$ cat config.mk
export PLATFORM = sky130hd
export DESIGN_NAME = simd_modified_immediate_execute
export DESIGN_NICKNAME = d
export VERILOG_FILES = /design/src/design/simd_mi_pkg.sv /design/src/design/simd_mi_expand.sv /design/src/design/simd_modified_immediate_execute.sv
export SDC_FILE = /design/constraint.sdc
export NUM_CORES = 1
export LEC_CHECK = 0
export BUFFER_PORTS_ARGS = -buffer_cell sky130_fd_sc_hd__buf_2
export CAP_MARGIN = 15
export CORE_MARGIN = 2
export CORE_UTILIZATION = 57
export CTS_CLUSTER_DIAMETER = 200
export DETAILED_ROUTE_END_ITERATION = 8
export PLACE_DENSITY = 0.8
export SYNTH_ARGS = -nofsm -noshare
export SYNTH_HDL_FRONTEND = slang
export SYNTH_SLANG_ARGS = --single-unit
$ cat constraint.sdc
create_clock -name i_clk -period 6.4 [get_ports i_clk]
set_input_delay 1.6 -clock i_clk [delete_from_list [all_inputs] [get_ports i_clk]]
set_output_delay 1.6 -clock i_clk [all_outputs]
set_load 0.01 [all_outputs]
$ cat src/design/simd_mi_pkg.sv
// ----------------------------------------------------------------------------
// simd_mi_pkg
// Shared types and constants for the SIMD modified-immediate execute block.
// ----------------------------------------------------------------------------
`default_nettype none

package simd_mi_pkg;

    localparam int unsigned DataW = 64;
    localparam int unsigned RegW  = 5;

    typedef enum logic [1:0] {
        KIND_VMOV = 2'd0,
        KIND_VMVN = 2'd1,
        KIND_VORR = 2'd2,
        KIND_VBIC = 2'd3
    } t_kind;

    // decoded control word, already forced to zero where undefined
    typedef struct packed {
        logic            undef;
        t_kind           kind;
        logic [RegW-1:0] first_index;
        logic            second_valid;
    } t_ctl;

endpackage

`default_nettype wire

$ cat src/design/simd_mi_expand.sv
// ----------------------------------------------------------------------------
// simd_mi_expand
// Decodes cmode/op into the operation and expands imm8 into the 64-bit
// immediate (replicated, ones-filled, byte mask and float forms).
// ----------------------------------------------------------------------------
`default_nettype none

module simd_mi_expand
    import simd_mi_pkg::*;
(
    input  wire logic [7:0]       i_imm_byte,
    input  wire logic [3:0]       i_cmode,
    input  wire logic             i_op_bit,
    input  wire logic             i_quad,
    input  wire logic [3:0]       i_vd_field,
    input  wire logic             i_d_high,
    output t_ctl                  o_ctl,
    output logic [DataW-1:0]      o_imm
);

    logic        undef;
    t_kind       kind;
    logic [31:0] w32;
    logic [15:0] w16;
    logic [63:0] mask;

    always_comb begin
        undef = (i_quad && i_vd_field[0]) || ((i_cmode == 4'hF) && i_op_bit);

        if (i_cmode >= 4'd12) begin
            kind = (i_op_bit && (i_cmode <= 4'd13)) ? KIND_VMVN : KIND_VMOV;
        end else if (!i_cmode[0]) begin
            kind = i_op_bit ? KIND_VMVN : KIND_VMOV;
        end else begin
            kind = i_op_bit ? KIND_VBIC : KIND_VORR;
        end

        o_ctl.undef        = undef;
        o_ctl.kind         = undef ? KIND_VMOV : kind;
        o_ctl.first_index  = undef ? '0 : {i_d_high, i_vd_field};
        o_ctl.second_valid = i_quad && !undef;
    end

    // per-bit byte mask: each immediate bit fills one byte
    always_comb begin
        for (int i = 0; i < 8; i++) begin
            mask[8*i +: 8] = {8{i_imm_byte[i]}};
        end
    end

    always_comb begin
        w32   = '0;
        w16   = '0;
        o_imm = '0;
        unique case (i_cmode[3:1])
            3'd0: begin
                w32   = {24'h0, i_imm_byte};
                o_imm = {w32, w32};
            end
            3'd1: begin
                w32   = {16'h0, i_imm_byte, 8'h0};
                o_imm = {w32, w32};
            end
            3'd2: begin
                w32   = {8'h0, i_imm_byte, 16'h0};
                o_imm = {w32, w32};
            end
            3'd3: begin
                w32   = {i_imm_byte, 24'h0};
                o_imm = {w32, w32};
            end
            3'd4: begin
                w16   = {8'h0, i_imm_byte};
                o_imm = {4{w16}};
            end
            3'd5: begin
                w16   = {i_imm_byte, 8'h0};
                o_imm = {4{w16}};
            end
            3'd6: begin
                w32   = i_cmode[0] ? {8'h0, i_imm_byte, 16'hFFFF}
                                   : {16'h0, i_imm_byte, 8'hFF};
                o_imm = {w32, w32};
            end
            3'd7: begin
                priority if (!i_cmode[0] && !i_op_bit) begin
                    o_imm = {8{i_imm_byte}};
                end else if (!i_cmode[0]) begin
                    o_imm = mask;
                end else if (!i_op_bit) begin
                    // single-precision: sign, NOT(b), b x5, cdefgh, zeros
                    w32   = {i_imm_byte[7], ~i_imm_byte[6], {5{i_imm_byte[6]}},
                             i_imm_byte[5:0], 19'h0};
                    o_imm = {w32, w32};
                end else begin
                    // double-precision form
                    o_imm = {i_imm_byte[7], ~i_imm_byte[6], {8{i_imm_byte[6]}},
                             i_imm_byte[5:0], 48'h0};
                end
            end
            default: o_imm = '0;
        endcase
    end

endmodule

`default_nettype wire

$ cat src/design/simd_modified_immediate_execute.sv
// ----------------------------------------------------------------------------
// simd_modified_immediate_execute
// Execute unit for the Advanced SIMD one-register modified-immediate group
// (VMOV, VMVN, VORR, VBIC): immediate expansion and register update.
// ----------------------------------------------------------------------------
// Usage:
//  - Input: drive the instruction fields and the current D register contents
//    and raise start; the word is taken at a clock edge with start high and
//    busy low. busy is tied low: the unit takes a word every cycle.
//  - Output: o_strobe is high for exactly one cycle per input word, with the
//    result fields valid in that cycle. There is no back-pressure; the
//    receiver must take the word when it is strobed.
//  - Pipeline: three register stages (input capture, decode/expand,
//    combine) lie between accept and strobe. Throughput one word per
//    cycle; results leave in the order the words came in.
//  - Undefined encodings (Q with odd Vd, cmode 1111 with op 1) give a word
//    with o_undefined high and every other field zero.
//  - Reset (synchronous, active low) clears the stage valid bits, so no
//    strobe follows reset until a new word is taken.
// ----------------------------------------------------------------------------
`default_nettype none

module simd_modified_immediate_execute
    import simd_mi_pkg::*;
(
    input  wire logic              i_clk,
    input  wire logic              i_rst_n,
    input  wire logic              start,
    output logic                   busy,
    input  wire logic [7:0]        i_imm_byte,
    input  wire logic [3:0]        i_cmode,
    input  wire logic              i_op_bit,
    input  wire logic              i_quad,
    input  wire logic [3:0]        i_vd_field,
    input  wire logic              i_d_high,
    input  wire logic [DataW-1:0]  i_old_first,
    input  wire logic [DataW-1:0]  i_old_second,
    output logic                   o_strobe,
    output logic                   o_undefined,
    output logic [1:0]             o_kind,
    output logic [RegW-1:0]        o_first_index,
    output logic                   o_second_valid,
    output logic [DataW-1:0]       o_new_first,
    output logic [DataW-1:0]       o_new_second
);

    // stage 1: captured instruction word
    logic             r_s1_vld;
    logic [7:0]       r_s1_imm;
    logic [3:0]       r_s1_cmode;
    logic             r_s1_op;
    logic             r_s1_quad;
    logic [3:0]       r_s1_vd;
    logic             r_s1_dh;
    logic [DataW-1:0] r_s1_old1;
    logic [DataW-1:0] r_s1_old2;

    // stage 2: decoded control and expanded immediate
    logic             r_s2_vld;
    t_ctl             r_s2_ctl;
    logic [DataW-1:0] r_s2_imm;
    logic [DataW-1:0] r_s2_old1;
    logic [DataW-1:0] r_s2_old2;

    // stage 3: result word
    logic             r_s3_vld;
    t_ctl             r_s3_ctl;
    logic [DataW-1:0] r_s3_n1;
    logic [DataW-1:0] r_s3_n2;

    t_ctl             dec_ctl;
    logic [DataW-1:0] dec_imm;
    logic [DataW-1:0] n_s3_n1;
    logic [DataW-1:0] n_s3_n2;
    logic             accept;

    assign busy   = 1'b0;
    assign accept = start && !busy;

    // valid chain
    always_ff @(posedge i_clk) begin
        if (!i_rst_n) begin
            r_s1_vld <= 1'b0;
            r_s2_vld <= 1'b0;
            r_s3_vld <= 1'b0;
        end else begin
            r_s1_vld <= accept;
            r_s2_vld <= r_s1_vld;
            r_s3_vld <= r_s2_vld;
        end
    end

    always_ff @(posedge i_clk) begin
        if (accept) begin
            r_s1_imm   <= i_imm_byte;
            r_s1_cmode <= i_cmode;
            r_s1_op    <= i_op_bit;
            r_s1_quad  <= i_quad;
            r_s1_vd    <= i_vd_field;
            r_s1_dh    <= i_d_high;
            r_s1_old1  <= i_old_first;
            r_s1_old2  <= i_old_second;
        end
    end

    simd_mi_expand u_expand (
        .i_imm_byte (r_s1_imm),
        .i_cmode    (r_s1_cmode),
        .i_op_bit   (r_s1_op),
        .i_quad     (r_s1_quad),
        .i_vd_field (r_s1_vd),
        .i_d_high   (r_s1_dh),
        .o_ctl      (dec_ctl),
        .o_imm      (dec_imm)
    );

    always_ff @(posedge i_clk) begin
        if (r_s1_vld) begin
            r_s2_ctl  <= dec_ctl;
            r_s2_imm  <= dec_imm;
            r_s2_old1 <= r_s1_old1;
            r_s2_old2 <= r_s1_old2;
        end
    end

    // combine immediate with old contents; undefined and unused halves are zero
    always_comb begin
        unique case (r_s2_ctl.kind)
            KIND_VMOV: begin
                n_s3_n1 = r_s2_imm;
                n_s3_n2 = r_s2_imm;
            end
            KIND_VMVN: begin
                n_s3_n1 = ~r_s2_imm;
                n_s3_n2 = ~r_s2_imm;
            end
            KIND_VORR: begin
                n_s3_n1 = r_s2_old1 | r_s2_imm;
                n_s3_n2 = r_s2_old2 | r_s2_imm;
            end
            KIND_VBIC: begin
                n_s3_n1 = r_s2_old1 & ~r_s2_imm;
                n_s3_n2 = r_s2_old2 & ~r_s2_imm;
            end
            default: begin
                n_s3_n1 = '0;
                n_s3_n2 = '0;
            end
        endcase
        if (r_s2_ctl.undef) begin
            n_s3_n1 = '0;
        end
        if (!r_s2_ctl.second_valid) begin
            n_s3_n2 = '0;
        end
    end

    always_ff @(posedge i_clk) begin
        if (r_s2_vld) begin
            r_s3_ctl <= r_s2_ctl;
            r_s3_n1  <= n_s3_n1;
            r_s3_n2  <= n_s3_n2;
        end
    end

    assign o_strobe       = r_s3_vld;
    assign o_undefined    = r_s3_ctl.undef;
    assign o_kind         = r_s3_ctl.kind;
    assign o_first_index  = r_s3_ctl.first_index;
    assign o_second_valid = r_s3_ctl.second_valid;
    assign o_new_first    = r_s3_n1;
    assign o_new_second   = r_s3_n2;

`ifndef SYNTHESIS
    // every strobe traces back to an earlier cycle with start high
    a_strobe_origin: assert property (@(posedge i_clk) disable iff (!i_rst_n)
        o_strobe |-> $past(start, 3))
        else $error("strobe without matching input word");

    a_undef_zero: assert property (@(posedge i_clk) disable iff (!i_rst_n)
        (o_strobe && o_undefined) |-> (o_new_first == '0 && o_new_second == '0
            && o_kind == KIND_VMOV && o_first_index == '0 && !o_second_valid))
        else $error("undefined word carries non-zero fields");

    a_pair_even: assert property (@(posedge i_clk) disable iff (!i_rst_n)
        (o_strobe && o_second_valid) |-> !o_first_index[0])
        else $error("register pair starts at odd index");

    a_single_zero: assert property (@(posedge i_clk) disable iff (!i_rst_n)
        (o_strobe && !o_second_valid) |-> (o_new_second == '0))
        else $error("second value non-zero for single register");
`endif

endmodule

`default_nettype wire

==> run metrics <==
dominant synthesized flop cell=edfxtp_1; grt ovf=0; Leak Pwr=8.43 nW; Iteration-0 DRC Markers=1,312; Final Skew=0.0189 ns; initial antenna violation count=6; first-pass GRT wire length=67,900 um; vias in the first global route=12.0k; Slew HR=20.4%; Worst-Margin Slew=1.19 ns; Worst VDD drop=0.229 mV; sequential element share of the synthesized area=73.0%; Vias/cell=6.01; most frequent cells in the layout=edfxtp_1 (485), buf_2 (286), nor2b_1 (139); syn avg cell area=14.9 um2; Hold Path Class=flop to flop; Multi-input gate area=0.00486 mm2; Hold Vio Cnt, Final=0; hpwl dp=28,200 um; clock slew at reported path FFs=0.06 ns; data required time at the worst endpoint=6.69 ns; GR Layer Usage met1=33.7%; drt first pass iters=5; CTS root buffer=clkbuf_16; layout cells sized above 1=23.4%; Clock Power Share=37.1%; sw frac=22.2%; CTS Buffer Depth=3; outcome=finished clean; Clk Latency, worst-skew pair=0.55 ns; fin crit period=2.85 ns; TNS Setup=0 ns; Num CTS Buffers=48; Most Crowded Layer GR=met2; Comb pwr share=8.0%; async set or reset register ratio after synthesis=0%; die area=0.0367 mm2; PwrDens=308 mW/mm2; Post-CTS Resized=0; met3 Usage GRT=4.13%; area grow syn2layout=15.5%; CP Data Arrival Time=3.14 ns; Routed Antenna Nets=0; post-layout utilization of the core=67.0%; gate count of the mapped netlist=1,341; vias=12.5k; Hold Crit Depth=0; syn nets=1,491; Synth area leader=edfxtp_1; fin crit share=44.5%; Psw=0.00158 W; hold slack=0.409 ns; crit path launch type=flop; Final nets=1,740; Setup Crit Path Kind=flop to flop; H-tree levels=2; Sequential Area=0.0146 mm2; RSZ-0062 raised after global routing=no; CP Capture Type=flop; Fmax=351 MHz; I/O Buffers=287; DR DRC count=0; synthesized flop and latch total=488; Final setup viols=0; site row count=68; Die Wd=191 um; total core area=0.0345 mm2; Tot GR Track Use=24.4%; wire per inst=21.7 um; starting density of the core=58.0%; clock sinks=488; count of cell types in the netlist=61; final max-slew violation count=0; post-synthesis cell area=0.0200 mm2; postcts setup bufs=0; Seq pwr share=54.9%; Post-Route WL=45,000 um; post-synth top area share=72.7%; EDFF count, synth=485; CTS tree=done; Final GP Congestion=0.908; Crit Path Max Fanout=130; Area contributors post-synth=edfxtp_1 (73%), nor2b_1 (4.3%), a211o_1 (2.8%), a211oi_1 (2.4%), o21a_1 (2.4%); Hold-fix buffers, CTS=0; Die H=191 um; io pins=289; FF-to-FF path depth=5; FILL cells=2,384; max-cap viol count=0; pin count of the biggest net entering global routing=258; most common cell after layout, fill and taps aside=edfxtp_1; Int Pwr=0.00555 W; yosys warns=0; GR Util met2=40.3%
[power by group through the flow]
| stage | Combinational [W] | Clock (W) | Sequential, W |
|---|---|---|---|
| floorplan | 0.000379 | 0 | 0.00394 |
| global placement | 0.000544 | 0 | 0.00396 |
| finish | 0.000568 | 0.00265 | 0.00392 |
| CTS | 0.000571 | 0.00270 | 0.00392 |
| detailed placement | 0.000564 | 0 | 0.00398 |
| global route | 0.000629 | 0.00282 | 0.00394 |
[cell type report]
cell class,count,area share [%]
antenna,1,0.0108
clock buffer,62,5.51
clock inverter,18,0.768
inverter,13,0.211
multi-input combinational,737,21.0
sequential,488,63.2
tap,455,2.46
timing repair buffer,302,6.78
[critical path, stage by stage, from the launching register on]
cell and delay (ns):
edfxtp_1 0.35, buf_4 0.56, buf_4 0.92, nor2b_1 0.23, o21ai_0 0.09, and3_1 0.23
[layer usage]
layer / routed length (um) / up-vias / part of all wire (%)
met5: 32 / - / 0.071
met4: 991 / 6 / 2.2
met3: 3360 / 82 / 7.5
met2: 22100 / 527 / 49
met1: 18600 / 6163 / 41
li1: - / 5709 / -
[sequential cells by signal, indices dropped and copies added (netlist names)]
register	cells
r_s2_old1	64
o_new_first	64
o_undefined	1
r_s2_ctl	9
r_s1_old2	64
r_s2_vld	1
r_s1_imm	8
r_s2_imm	64
r_s1_cmode	4
r_s1_old1	64
r_s1_vd	4
r_s1_vld	1
o_first_index	5
r_s1_dh	1
o_second_valid	1
r_s1_quad	1
o_kind	2
o_new_second	64
r_s1_op	1
r_s2_old2	64
o_strobe	1
[logic make-up after synthesis]
kind of cell	synth area share, %
multiplexers	0.200
flip-flops	73.0
XOR/XNOR	0.0812
AO/OA/AOI/OAI	13.3
AND/OR/NAND/NOR	10.6
other	0.0187
buffers and inverters	2.70
[cell usage after synthesis, types with 9 or more instances]
master    instances
nand2b_1         14
a22oi_1           9
and3_1           69
nor2_1           10
nor3_1           67
a21oi_1          17
o21ai_1          12
a22o_1           11
edfxtp_1        485
a211oi_1         65
clkbuf_1         62
nand2_1          14
o21ai_0          83
nor2b_1         139
a211o_1          65
o31ai_1          10
buf_2            24
inv_1            12
and2_1           10
o21a_1           64
[worst paths after layout]
| path | from | to | slack, ns |
|---|---|---|---|
| hold / removal | r_s1_old2[13] | r_s2_old2[13] | 0.41 |
| setup reg to reg | r_s2_ctl[7] | o_new_second[51] | 3.55 |
| hold reg to reg | r_s1_old2[13] | r_s2_old2[13] | 0.41 |
| setup / recovery | r_s2_ctl[7] | o_new_second[51] | 3.55 |
[per-stage QoR]
| stage | total power, W | instance area [um2] | std cells | setup WS (ns) |
|---|---|---|---|---|
| final | 0.00714 | 23100 | 2076 | 3.55 |
| after global placement | 0.00451 | 21700 | 1995 | 3.25 |
| after CTS | 0.00718 | 23100 | 2075 | 3.62 |
| after floorplan | 0.00432 | 20000 | 1341 | 1.13 |
| after global routing | 0.00739 | 23100 | 2075 | 3.33 |
| after detailed placement | 0.00454 | 21700 | 1995 | 3.20 |
(Power assumes the default switching activity.)
